### src/fsde_pkg.sv
// ----------------------------------------------------------------------------
// fsde_pkg
// shared types, constants and tables of the fourier series derivative unit
// ----------------------------------------------------------------------------
package fsde_pkg;

  localparam int MAX_HARMONICS_DEF = 64;
  localparam int CORDIC_STEPS_DEF  = 24;

  // cordic datapath width and multiplier operand widths
  localparam int CS_W = 34;
  localparam int MA_W = 64;
  localparam int MB_W = 48;
  localparam int MD_W = 24;
  localparam int MP_W = MA_W + MB_W;

  localparam logic [31:0] CORDIC_X0 = 32'h26DD3B6A;

  localparam logic OP_LOAD = 1'b0;
  localparam logic OP_EVAL = 1'b1;

  localparam logic [1:0] REG_COUNT = 2'd0;
  localparam logic [1:0] REG_PHASE = 2'd1;
  localparam logic [1:0] REG_WAVE  = 2'd2;

  typedef struct packed {
    logic               operation;
    logic [5:0]         harmonic_index;
    logic signed [31:0] cos_coef;
    logic signed [31:0] sin_coef;
    logic [15:0]        grid_index;
  } req_t;

  typedef struct packed {
    logic signed [63:0] first_deriv;
    logic signed [63:0] second_deriv;
    logic signed [63:0] third_deriv;
    logic               overflow;
  } rsp_t;

  typedef enum logic [2:0] {
    ST_IDLE,
    ST_BASE,
    ST_FETCH,
    ST_CORDIC,
    ST_PROD,
    ST_TERMS,
    ST_SCALE
  } state_t;

  // arctangent of 2^-i in q0.32 turns
  function automatic logic [31:0] atan_turns(input logic [4:0] idx);
    logic [31:0] r;
    case (idx)
      5'd0:  r = 32'h20000000;
      5'd1:  r = 32'h12E4051E;
      5'd2:  r = 32'h09FB385B;
      5'd3:  r = 32'h051111D4;
      5'd4:  r = 32'h028B0D43;
      5'd5:  r = 32'h0145D7E1;
      5'd6:  r = 32'h00A2F61E;
      5'd7:  r = 32'h00517C55;
      5'd8:  r = 32'h0028BE53;
      5'd9:  r = 32'h00145F2F;
      5'd10: r = 32'h000A2F98;
      5'd11: r = 32'h000517CC;
      5'd12: r = 32'h00028BE6;
      5'd13: r = 32'h000145F3;
      5'd14: r = 32'h0000A2FA;
      5'd15: r = 32'h0000517D;
      5'd16: r = 32'h000028BE;
      5'd17: r = 32'h0000145F;
      5'd18: r = 32'h00000A30;
      5'd19: r = 32'h00000518;
      5'd20: r = 32'h0000028C;
      5'd21: r = 32'h00000146;
      5'd22: r = 32'h000000A3;
      5'd23: r = 32'h00000051;
      5'd24: r = 32'h00000029;
      5'd25: r = 32'h00000014;
      5'd26: r = 32'h0000000A;
      5'd27: r = 32'h00000005;
      5'd28: r = 32'h00000003;
      5'd29: r = 32'h00000001;
      5'd30: r = 32'h00000001;
      default: r = 32'h00000000;
    endcase
    return r;
  endfunction

endpackage

### src/fsde_cordic.sv
// ----------------------------------------------------------------------------
// fsde_cordic
// rotation mode cordic, one step per cycle, phase in q0.32 turns
// ----------------------------------------------------------------------------
module fsde_cordic #(
  parameter int STEPS = fsde_pkg::CORDIC_STEPS_DEF
) (
  input  logic                             clk,
  input  logic                             rst,
  input  logic                             start,
  input  logic [31:0]                      phase,
  output logic                             done,
  output logic signed [fsde_pkg::CS_W-1:0] cos_val,
  output logic signed [fsde_pkg::CS_W-1:0] sin_val
);
  import fsde_pkg::*;

  localparam int IW = $clog2(STEPS);

  logic                   busy;
  logic [IW-1:0]          i;
  logic [1:0]             q;
  logic signed [CS_W-1:0] x;
  logic signed [CS_W-1:0] y;
  logic signed [CS_W-1:0] z;
  logic signed [CS_W-1:0] dx;
  logic signed [CS_W-1:0] dy;
  logic signed [CS_W-1:0] at;
  logic [31:0]            qs;
  logic [31:0]            rr;

  assign qs = phase + 32'h20000000;
  assign rr = phase - {qs[31:30], 30'b0};
  assign dx = y >>> i;
  assign dy = x >>> i;
  assign at = signed'({{(CS_W-32){1'b0}}, atan_turns(5'(i))});

  always_ff @(posedge clk) begin
    if (rst) begin
      busy <= 1'b0;
      done <= 1'b0;
      i    <= '0;
    end else begin
      done <= 1'b0;
      if (start) begin
        busy <= 1'b1;
        i    <= '0;
      end else if (busy) begin
        if (i == IW'(STEPS - 1)) begin
          busy <= 1'b0;
          done <= 1'b1;
        end
        i <= i + 1'b1;
      end
    end
  end

  always_ff @(posedge clk) begin
    if (start) begin
      q <= qs[31:30];
      x <= signed'(CS_W'(CORDIC_X0));
      y <= '0;
      z <= signed'({{(CS_W-32){rr[31]}}, rr});
    end else if (busy) begin
      if (!z[CS_W-1]) begin
        x <= x - dx;
        y <= y + dy;
        z <= z - at;
      end else begin
        x <= x + dx;
        y <= y - dy;
        z <= z + at;
      end
    end
  end

  // quadrant rotation
  always_comb begin
    case (q)
      2'd0: begin
        cos_val = x;
        sin_val = y;
      end
      2'd1: begin
        cos_val = -y;
        sin_val = x;
      end
      2'd2: begin
        cos_val = -x;
        sin_val = -y;
      end
      default: begin
        cos_val = y;
        sin_val = -x;
      end
    endcase
  end

endmodule

### config.mk
export PLATFORM = sky130hd
export DESIGN_NAME = fsde_cordic
export DESIGN_NICKNAME = d
export VERILOG_FILES = /design/src/fsde_pkg.sv /design/src/fsde_cordic.sv
export SDC_FILE = /design/constraint.sdc
export NUM_CORES = 1
export LEC_CHECK = 0
export BUFFER_PORTS_ARGS = -buffer_cell sky130_fd_sc_hd__buf_4
export CELL_PAD_IN_SITES_DETAIL_PLACEMENT = 1
export CELL_PAD_IN_SITES_GLOBAL_PLACEMENT = 2
export CORE_AREA = 10 10 320 291
export CTS_CLUSTER_SIZE = 24
export DETAILED_ROUTE_END_ITERATION = 8
export DIE_AREA = 0 0 330 301
export GPL_TIMING_DRIVEN = 1
export PLACE_DENSITY = 0.62
export SYNTH_ARGS = -nofsm -noshare
export SYNTH_HDL_FRONTEND = slang
export SYNTH_SLANG_ARGS = --single-unit
### constraint.sdc
create_clock -name clk -period 18.2 [get_ports clk]
set_input_delay 3.64 -clock clk [delete_from_list [all_inputs] [get_ports clk]]
set_output_delay 3.64 -clock clk [all_outputs]
set_load 0.01 [all_outputs]
==> impl_metrics.yaml <==
clocking:
  cts_resized: 0
  cts.clk_slew.worst_paths_ns: 0.07
  cts_tree: "yes"
  post_cts_buffers: 0
  postCtsHoldBufs: 0
  cts.sinks: 141
  cts_root_buf: "clkbuf_16"
  cts.htree.levels: 4
  cts-buffers-inserted: 17
  ctsLongestPathBuffers: 2
  clock_latency_ns: 0.51
layout:
  syn_to_final_growth_pct: 12.1
  num_antenna_cells: 0
  nNetsFinal: 2641
  final_cells: 3646
  drive_above_1_share: 0.142
sta:
  rsz0062_at_grt: "no"
  tightest_slew_ns: 1.24
  fin_setup_tns_ns: 0
  fin_crit_ns: 8.08
  drv_slew: 0
  hold_viol: 0
  skew_ns: 0.0205
  holdWs_ns: 0.527
  max_freq_ghz: 0.124
  setup_viol: 0
  max-slew-margin-rel: 0.173
  setup_slack_ns: 10.12
  min_period_over_period: 0.444
logic_synthesis:
  postSynthCellCount: 2508
  ys_ff_latch: 141
  synth_cell_types: 90
  async_flop_share: 0
  yosys_warnings: 0
  synth_fp_nets: 2660
  synth.top_cell.area_share: 0.107
  synth_enable_flop_cells: 36
  ys_seq_area_frac: 0.162
  synth_most_common_cell: "nor2_1"
  ys_top_cells_by_area: "dfxtp_1 (11%), mux4_2 (8.9%), ha_1 (7.3%)"
  synth_area_um2: 19600
  yosys.area.top_type: "dfxtp_1"
  synth.avg_cell_area_um2: 7.83
  ys_top_cells_by_count: "nor2_1 (259), nand2_1 (234), a21oi_1 (214), o21ai_0 (174), xnor2_1 (161)"
  synthFlopType: "dfxtp_1"
placement:
  dp_cells: 3614
  hpwl_mm: 65.4
  numPortBuffers: 103
  pre_cts_ws_ns: 10.47
  gp_congestion: 0.925
worst_setup_path:
  worstPathCellList: "inv_1, ha_1, nand2_1, or3_1, nor3_1, nand4_1, nor3_1, nand2b_1, nor3_1, xnor2_1, mux4_2, buf_4"
  setup.worst_path.class: "register to output pin"
  cp_max_fo: 7
  crit_path_top_delay_cell: "nor3_1"
  max_stage_delay_ns: 0.65
  rr_worst_depth: 21
  endpoint_kind: "output pin"
  crit_top_cell: "nor3_1"
  crit_required_ns: 14.56
  worstPathArrival_ns: 4.44
  start_kind: "register"
power_and_ir_drop:
  irDropWorstVdd_v: 0.0000705
  p_per_area_nw_per_um2: 189
  fin_total_pwr_mw: 4.16
  leakage_nw: 8.94
detailed_routing:
  wirelength_mm: 86.7
  drc: 0
  post_drt_wl_per_cell_um: 23.8
  ant_nets: 0
  drt_pass1_iterations: 5
  routed-via-count: 19700
  vias_per_cell: 5.39
  drt_iter0_drc: 1349
floorplanning:
  core_um2: 85900
  die_area_um2: 99300
  start_util: 0.229
  rows: 102
  io_pins: 104
  die_h_um: 301
  die_x_um: 330
global_route:
  overflow: 0
  grt_max_degree: 95
  grt_pass1_wl_mm: 130
  grt_usage: 0.170
  antenna_found_initial: 4
  grt_pass1_vias: 20000
run:
  max-cap-violations: 0
min_path:
  hold_path_class: "register to register"
  whs_path_depth: 2
outcome:
  status: "complete, no violations"
cells by family after synthesis:
| group | synth area share |
|---|---|
| muxes | 0.170 |
| buffers and inverters | 0.0518 |
| DFF | 0.162 |
| and+or+nand+nor | 0.186 |
| xor gates and xnor gates | 0.121 |
| adders and majority gates | 0.0757 |
| AOI/OAI and AO/OA | 0.233 |
cell type report:
type	instances	area, um2
Tap cell	1144	1430
Fill cell	10300	63900
Timing Repair Buffer	152	1140
Clock buffer	17	425
Inverter	56	210
Clock inverter	15	169
Multi-Input combinational cell	2121	15400
Sequential cell	141	3200
worst max-delay path: cells and delay by family, from the launching register on:
| kind | cells | cell delay [ns] |
|---|---|---|
| flip-flops | 1 | 0.39 |
| buffers and inverters | 2 | 0.32 |
| AND/OR/NAND/NOR | 7 | 2.34 |
| multiplexers | 1 | 0.54 |
| adder cells (fa/ha/maj) | 1 | 0.24 |
| XOR/XNOR | 1 | 0.12 |
placed cells by master, fill, tap and decap left out, types with 56 or more instances in the layout:
master     n
mux4_2    78
mux2i_1   93
a21o_1    56
nand2_1  234
xor2_1   111
a21oi_1  214
dfxtp_1   99
ha_1     114
buf_4    152
nor2_1   258
xnor2_1  161
o21ai_0  174
metal layers:
metal	global-route usage	wire length (um)	vias up
li1	-	-	9165
met1	0.237	41600	9835
met2	0.267	38600	545
met3	0.0232	4270	110
met4	0.0540	2280	2
met5	0	11	-
stage by stage:
step | area (um2) | util
global placement | 21400 | 0.249
CTS | 22000 | 0.256
detailed placement | 21400 | 0.249
finish | 22000 | 0.256
global route | 22000 | 0.256
floorplan | 19600 | -
state kept, by name, indices dropped and copies added, names as in the netlist:
name / flops
done: 1
busy: 1
x: 34
y: 34
q: 2
z: 34
at: 30
i: 5
worst paths after layout:
check | slack [ns] | startpoint | end
hold reg to reg | 0.53 | y[0] | y[0]
setup / recovery | 10.12 | y[1] | cos_val[32]
setup reg to reg | 10.44 | i[0] | x[33]
hold / removal | 0.53 | y[0] | y[0]
power breakdown:
| group | leakage [nW] | switching, mW | internal [mW] | total [mW] |
|---|---|---|---|---|
| logic | 7.41 | 1.82 | 1.35 | 3.17 |
| clock network | 0.295 | 0.189 | 0.195 | 0.384 |
| registers | 1.23 | 0.185 | 0.419 | 0.604 |
| total | 8.94 | 2.19 | 1.97 | 4.16 |
Note: power is estimated with default switching activity, not from simulation.
