`config.mk`:
```
export PLATFORM = sky130hd
export DESIGN_NAME = fsde_mul
export DESIGN_NICKNAME = d
export VERILOG_FILES = /design/src/fsde_pkg.sv /design/src/fsde_mul.sv
export SDC_FILE = /design/constraint.sdc
export NUM_CORES = 2
export LEC_CHECK = 0
export ABC_AREA = 1
export BUFFER_PORTS_ARGS = -buffer_cell sky130_fd_sc_hd__buf_2
export CAP_MARGIN = 10
export CORE_MARGIN = 3
export CORE_UTILIZATION = 30
export CTS_CLUSTER_SIZE = 25
export DETAILED_ROUTE_END_ITERATION = 6
export GPL_TIMING_DRIVEN = 0
export HOLD_SLACK_MARGIN = 0.05
export PLACE_DENSITY = 0.53
export SLEW_MARGIN = 20
export SYNTH_ARGS = -nofsm -noshare
export SYNTH_HDL_FRONTEND = slang
export SYNTH_SLANG_ARGS = --single-unit
```
`constraint.sdc`:
```
create_clock -name clk -period 10.6 [get_ports clk]
set_input_delay 1.06 -clock clk [delete_from_list [all_inputs] [get_ports clk]]
set_output_delay 1.06 -clock clk [all_outputs]
set_load 0.03 [all_outputs]
```
`src/fsde_pkg.sv`:
```
// ----------------------------------------------------------------------------
// fsde_pkg
// shared types, constants and tables of the fourier series derivative unit
// ----------------------------------------------------------------------------
package fsde_pkg;

  localparam int MAX_HARMONICS_DEF = 64;
  localparam int CORDIC_STEPS_DEF  = 24;

  // cordic datapath width and multiplier operand widths
  localparam int CS_W = 34;
  localparam int MA_W = 64;
  localparam int MB_W = 48;
  localparam int MD_W = 24;
  localparam int MP_W = MA_W + MB_W;

  localparam logic [31:0] CORDIC_X0 = 32'h26DD3B6A;

  localparam logic OP_LOAD = 1'b0;
  localparam logic OP_EVAL = 1'b1;

  localparam logic [1:0] REG_COUNT = 2'd0;
  localparam logic [1:0] REG_PHASE = 2'd1;
  localparam logic [1:0] REG_WAVE  = 2'd2;

  typedef struct packed {
    logic               operation;
    logic [5:0]         harmonic_index;
    logic signed [31:0] cos_coef;
    logic signed [31:0] sin_coef;
    logic [15:0]        grid_index;
  } req_t;

  typedef struct packed {
    logic signed [63:0] first_deriv;
    logic signed [63:0] second_deriv;
    logic signed [63:0] third_deriv;
    logic               overflow;
  } rsp_t;

  typedef enum logic [2:0] {
    ST_IDLE,
    ST_BASE,
    ST_FETCH,
    ST_CORDIC,
    ST_PROD,
    ST_TERMS,
    ST_SCALE
  } state_t;

  // arctangent of 2^-i in q0.32 turns
  function automatic logic [31:0] atan_turns(input logic [4:0] idx);
    logic [31:0] r;
    case (idx)
      5'd0:  r = 32'h20000000;
      5'd1:  r = 32'h12E4051E;
      5'd2:  r = 32'h09FB385B;
      5'd3:  r = 32'h051111D4;
      5'd4:  r = 32'h028B0D43;
      5'd5:  r = 32'h0145D7E1;
      5'd6:  r = 32'h00A2F61E;
      5'd7:  r = 32'h00517C55;
      5'd8:  r = 32'h0028BE53;
      5'd9:  r = 32'h00145F2F;
      5'd10: r = 32'h000A2F98;
      5'd11: r = 32'h000517CC;
      5'd12: r = 32'h00028BE6;
      5'd13: r = 32'h000145F3;
      5'd14: r = 32'h0000A2FA;
      5'd15: r = 32'h0000517D;
      5'd16: r = 32'h000028BE;
      5'd17: r = 32'h0000145F;
      5'd18: r = 32'h00000A30;
      5'd19: r = 32'h00000518;
      5'd20: r = 32'h0000028C;
      5'd21: r = 32'h00000146;
      5'd22: r = 32'h000000A3;
      5'd23: r = 32'h00000051;
      5'd24: r = 32'h00000029;
      5'd25: r = 32'h00000014;
      5'd26: r = 32'h0000000A;
      5'd27: r = 32'h00000005;
      5'd28: r = 32'h00000003;
      5'd29: r = 32'h00000001;
      5'd30: r = 32'h00000001;
      default: r = 32'h00000000;
    endcase
    return r;
  endfunction

endpackage

```
`src/fsde_mul.sv`:
```
// ----------------------------------------------------------------------------
// fsde_mul
// unsigned multiplier, 64 by 48 bits, one 32 by 24 bit partial product a cycle
// ----------------------------------------------------------------------------
module fsde_mul (
  input  logic                      clk,
  input  logic                      rst,
  input  logic                      start,
  input  logic [fsde_pkg::MA_W-1:0] a,
  input  logic [fsde_pkg::MB_W-1:0] b,
  output logic                      done,
  output logic [fsde_pkg::MP_W-1:0] prod
);
  import fsde_pkg::*;

  localparam int MH_W = MA_W / 2;

  logic [MA_W-1:0]      a_reg;
  logic [MB_W-1:0]      b_reg;
  logic                 busy;
  logic [1:0]           cnt;
  logic [MH_W-1:0]      a_half;
  logic [MD_W-1:0]      digit;
  logic [MH_W+MD_W-1:0] part;
  logic [MP_W-1:0]      part_sh;

  // half of a selected by cnt[0], digit of b by cnt[1]
  assign a_half = cnt[0] ? a_reg[MA_W-1:MH_W] : a_reg[MH_W-1:0];
  assign digit  = cnt[1] ? b_reg[MB_W-1:MD_W] : b_reg[MD_W-1:0];
  assign part   = a_half * digit;

  always_comb begin
    case (cnt)
      2'd0:    part_sh = MP_W'(part);
      2'd1:    part_sh = MP_W'(part) << MH_W;
      2'd2:    part_sh = MP_W'(part) << MD_W;
      default: part_sh = MP_W'(part) << (MH_W + MD_W);
    endcase
  end

  always_ff @(posedge clk) begin
    if (rst) begin
      busy <= 1'b0;
      cnt  <= '0;
      done <= 1'b0;
    end else begin
      done <= 1'b0;
      if (start) begin
        busy <= 1'b1;
        cnt  <= '0;
      end else if (busy) begin
        if (cnt == 2'd3) begin
          busy <= 1'b0;
          done <= 1'b1;
        end
        cnt <= cnt + 1'b1;
      end
    end
  end

  always_ff @(posedge clk) begin
    if (start) begin
      a_reg <= a;
      b_reg <= b;
      prod  <= '0;
    end else if (busy) begin
      prod <= prod + part_sh;
    end
  end

endmodule

```
==> flow_summary.html <==
<table>
<tr><th>Metric</th><th>Value</th></tr>
<tr><th colspan="2">STA</th></tr>
<tr><td>Setup ws final</td><td>0.239 ns</td></tr>
<tr><td>Worst slew pin tran</td><td>1.21 ns</td></tr>
<tr><td>Hold Vio Cnt, Final</td><td>0</td></tr>
<tr><td>Max-Slew Margin vs Limit</td><td>0.193</td></tr>
<tr><td>Time the worst path needs with I/O delays and setup</td><td>10.36 ns</td></tr>
<tr><td>Hold slack</td><td>0.546 ns</td></tr>
<tr><td>Final setup violation count</td><td>0</td></tr>
<tr><td>Final Skew</td><td>0.0702 ns</td></tr>
<tr><td>Slew Viols, Final</td><td>0</td></tr>
<tr><td>Crit share post-route</td><td>0.977</td></tr>
<tr><td>Highest Clock Rate</td><td>0.0965 GHz</td></tr>
<tr><th colspan="2">Floorplan</th></tr>
<tr><td>Die height</td><td>392 um</td></tr>
<tr><td>Core Rows</td><td>140</td></tr>
<tr><td>Number of placed I/O pins</td><td>228</td></tr>
<tr><td>Horiz. Die Dim</td><td>392 um</td></tr>
<tr><td>Initial cell density of the core</td><td>0.304</td></tr>
<tr><td>Total Die Area</td><td>153,000 sq um</td></tr>
<tr><td>Core region area</td><td>147,000 sq um</td></tr>
<tr><th colspan="2">Clock network</th></tr>
<tr><td>Clock sinks</td><td>228</td></tr>
<tr><td>Max clock buf depth</td><td>3</td></tr>
<tr><td>CTS tree</td><td>built</td></tr>
<tr><td>Number of buffers created by CTS</td><td>30</td></tr>
<tr><td>Hold buffer count at cts</td><td>0</td></tr>
<tr><td>Insertion delay to the later sink of the worst-skew pair</td><td>0.68 ns</td></tr>
<tr><td># H-tree levels</td><td>1</td></tr>
<tr><td>Clk root buf</td><td>clkbuf_16</td></tr>
<tr><td>Clock transition at the register clock pins on the worst setup and hold paths after CTS</td><td>0.06 ns</td></tr>
<tr><th colspan="2">Global routing</th></tr>
<tr><td>Number of global-route vias before repair</td><td>44,415</td></tr>
<tr><td>Antenna violations before repair</td><td>6</td></tr>
<tr><td>Residual overflow from global routing</td><td>0</td></tr>
<tr><td>GR Util All Layers</td><td>0.265</td></tr>
<tr><td>Wire length of the first global-routing pass</td><td>295,000 um</td></tr>
<tr><td>Largest net degree at the start of global routing</td><td>81</td></tr>
<tr><th colspan="2">Detailed routing</th></tr>
<tr><td>Detailed-route wire length per cell</td><td>24.1 um</td></tr>
<tr><td>Via total after detailed routing</td><td>42,925</td></tr>
<tr><td>Wl on met1</td><td>81,500 um</td></tr>
<tr><td>DRC</td><td>0</td></tr>
<tr><td>Drt total wl</td><td>205,000 um</td></tr>
<tr><td>Uppermost layer routed</td><td>met5</td></tr>
<tr><td>Count of TritonRoute iterations in the first routing pass</td><td>6</td></tr>
<tr><td>Routed Antenna Nets</td><td>0</td></tr>
<tr><td>Met3 wire length</td><td>14,600 um</td></tr>
<tr><td>Routed via count divided by cell count</td><td>5.04</td></tr>
<tr><td>DR iter-0 viols</td><td>3,620</td></tr>
<tr><td>Met2 routed wirelength</td><td>95,400 um</td></tr>
<tr><th colspan="2">Yosys</th></tr>
<tr><td>Portion of the post-synthesis area used by sequential elements</td><td>0.127</td></tr>
<tr><td>Async SR Flop Fraction</td><td>0</td></tr>
<tr><td>Unique cell type count in the Yosys netlist</td><td>57</td></tr>
<tr><td>#FFs+latches synth</td><td>228</td></tr>
<tr><td>EDFF count, synth</td><td>112</td></tr>
<tr><td>Post-Syn Area per Cell</td><td>7.14 sq um</td></tr>
<tr><td>Summed instance area of the synthesized netlist</td><td>44,600 sq um</td></tr>
<tr><td>Leading area contributor after synthesis</td><td>fa_1</td></tr>
<tr><td>Biggest area contributors in the synthesized netlist</td><td>fa_1, inv_1, nand2_1</td></tr>
<tr><td>Flip-flop cell with the highest count after synthesis</td><td>dfxtp_1</td></tr>
<tr><td>Post-synthesis cell count</td><td>6,249</td></tr>
<tr><td>Number of warnings printed during yosys synthesis</td><td>0</td></tr>
<tr><td>Number of nets produced by synthesis</td><td>7,320</td></tr>
<tr><td>Share of Yosys cell area claimed by the top area cell type</td><td>0.296</td></tr>
<tr><th colspan="2">Setup path</th></tr>
<tr><td>Critical path data required time</td><td>11.17 ns</td></tr>
<tr><td>Kind of critical path</td><td>reg2reg</td></tr>
<tr><td>Maximum cell stage delay along the critical path</td><td>0.63 ns</td></tr>
<tr><td>Critical-path top delay cell</td><td>fa_2</td></tr>
<tr><td>Crit path arrival time</td><td>10.93 ns</td></tr>
<tr><td>Kind of start point of the critical path</td><td>register</td></tr>
<tr><td>Launching point of the worst reg2reg path</td><td>cnt[0]</td></tr>
<tr><td>CP startpoint</td><td>cnt[0]</td></tr>
<tr><td>Critical-path maximum fanout</td><td>11</td></tr>
<tr><td>Cell depth of the worst flop-to-flop path</td><td>43</td></tr>
<tr><td>Critical Path End</td><td>prod[86]</td></tr>
<tr><td>Reg-to-reg setup timing slack</td><td>0.24 ns</td></tr>
<tr><td>Cell seen most often among critical-path stages</td><td>inv_1</td></tr>
<tr><td>Crit. End Element</td><td>register</td></tr>
<tr><td>Endpoint of the most critical register-to-register path</td><td>prod[86]</td></tr>
<tr><th colspan="2">Flow run</th></tr>
<tr><td>Number of maximum-capacitance violations</td><td>0</td></tr>
<tr><th colspan="2">Min path</th></tr>
<tr><td>Worst min-delay path class</td><td>reg2reg</td></tr>
<tr><th colspan="2">Final layout</th></tr>
<tr><td>Design area</td><td>51,900 sq um</td></tr>
<tr><td>Commonest cells after routing, fill and taps aside</td><td>inv_1, nand2_1, nor2_1</td></tr>
<tr><td>Fin cells</td><td>8,518</td></tr>
<tr><td>Number of nets at the end of the flow</td><td>7,650</td></tr>
<tr><td>Area growth syn-to-layout</td><td>16.4%</td></tr>
<tr><td>Commonest non-fill, non-tap cell in the layout</td><td>inv_1</td></tr>
<tr><td>Proportion of layout cells with a drive suffix above 1</td><td>0.157</td></tr>
<tr><td>Flip-flop count of the largest register after layout</td><td>112</td></tr>
<tr><th colspan="2">Outcome</th></tr>
<tr><td>Run status</td><td>complete, no violations</td></tr>
<tr><th colspan="2">Placement</th></tr>
<tr><td>Placement Setup Slack</td><td>-2.30 ns</td></tr>
<tr><td>Cell Area, Placed</td><td>48,200 sq um</td></tr>
<tr><td>Count of placed standard cells including taps</td><td>8,397</td></tr>
<tr><td>Count of input and output buffers</td><td>227</td></tr>
<tr><td>Final HPWL from detailed placement</td><td>176,000 um</td></tr>
<tr><td>Routability Congestion</td><td>1.01</td></tr>
</table>
==> cell families (layout without fill, tap and decap cells) <==
family,after synthesis,after routing,share of synthesized area
xor gates and xnor gates,82,82,0.0163
buffers and inverters,1581,1930,0.134
other,0,2,0
AOI/OAI and AO/OA,739,740,0.0938
muxes,2,2,0.000449
DFF,228,228,0.127
adders and majority gates,956,956,0.379
and+or+nand+nor,2661,2661,0.249
==> synthesized netlist by cell type, types with 32 or more instances <==
cell / instances
inv_1: 1330
dfxtp_1: 116
nor2_1: 978
xor2_1: 62
ha_1: 297
a21oi_1: 285
fa_1: 659
clkbuf_1: 138
buf_2: 39
o21ai_1: 52
edfxtp_1: 112
nand2_1: 1230
nor2_2: 40
nand3_1: 182
o21bai_1: 43
or2_2: 58
inv_2: 51
nand4_1: 32
o21ai_0: 231
==> per-layer routing <==
metal,up-vias,GRT usage
met5,-,0
met1,21149,0.328
met2,1703,0.442
li1,19605,-
met3,464,0.0440
met4,4,0.140
==> worst max-delay path, delay by kind of cell, from the launching register on <==
family          cells  cell delay, ns
flops               1            0.38
simple gates       13            1.99
fa+ha+maj           9            4.41
buf+inv            14            1.50
compound gates      7            1.89
==> metrics by stage <==
| step | util | TNS [ns] |
|---|---|---|
| final | 0.354 | 0 |
| after global routing | 0.354 | -0.215 |
| after CTS | 0.345 | 0 |
| after detailed placement | 0.329 | -157.32 |
| after global placement | 0.328 | -168.06 |
| after floorplan | - | 0 |
==> how the worst min path moves through the flow <==
stage	start	to	slack, ns	cells after the start
after floorplan	prod[111]	prod[111]	0.64	4
after global placement	prod[0]	prod[0]	0.51	2
after detailed placement	prod[0]	prod[0]	0.52	2
after CTS	prod[0]	prod[0]	0.54	2
after global routing	prod[13]	prod[13]	0.58	2
final	prod[0]	prod[0]	0.55	2
==> final cells by class <==
cell class | count | area, sq um
Buffer | 180 | 1060
Multi-Input combinational cell | 4441 | 34700
Clock inverter | 14 | 203
Clock buffer | 38 | 821
Inverter | 1400 | 5340
Sequential cell | 228 | 5690
Antenna cell | 2 | 5.00
Fill cell | 15960 | 94700
Tap cell | 1917 | 2400
Timing Repair Buffer | 298 | 1770
==> what timing repair did <==
item                                   4_1_cts  5_1_grt
setup endpoints to repair                   95       84
cloned                                       0        1
resized for setup                          346      328
setup buffers                               34       33
endpoints found under the hold margin        0        0
pin swaps                                    8       24
Power is left out: the tool's default activity adds up to more than one toggle a clock period on the data nets, which glitch-free logic cannot reach.
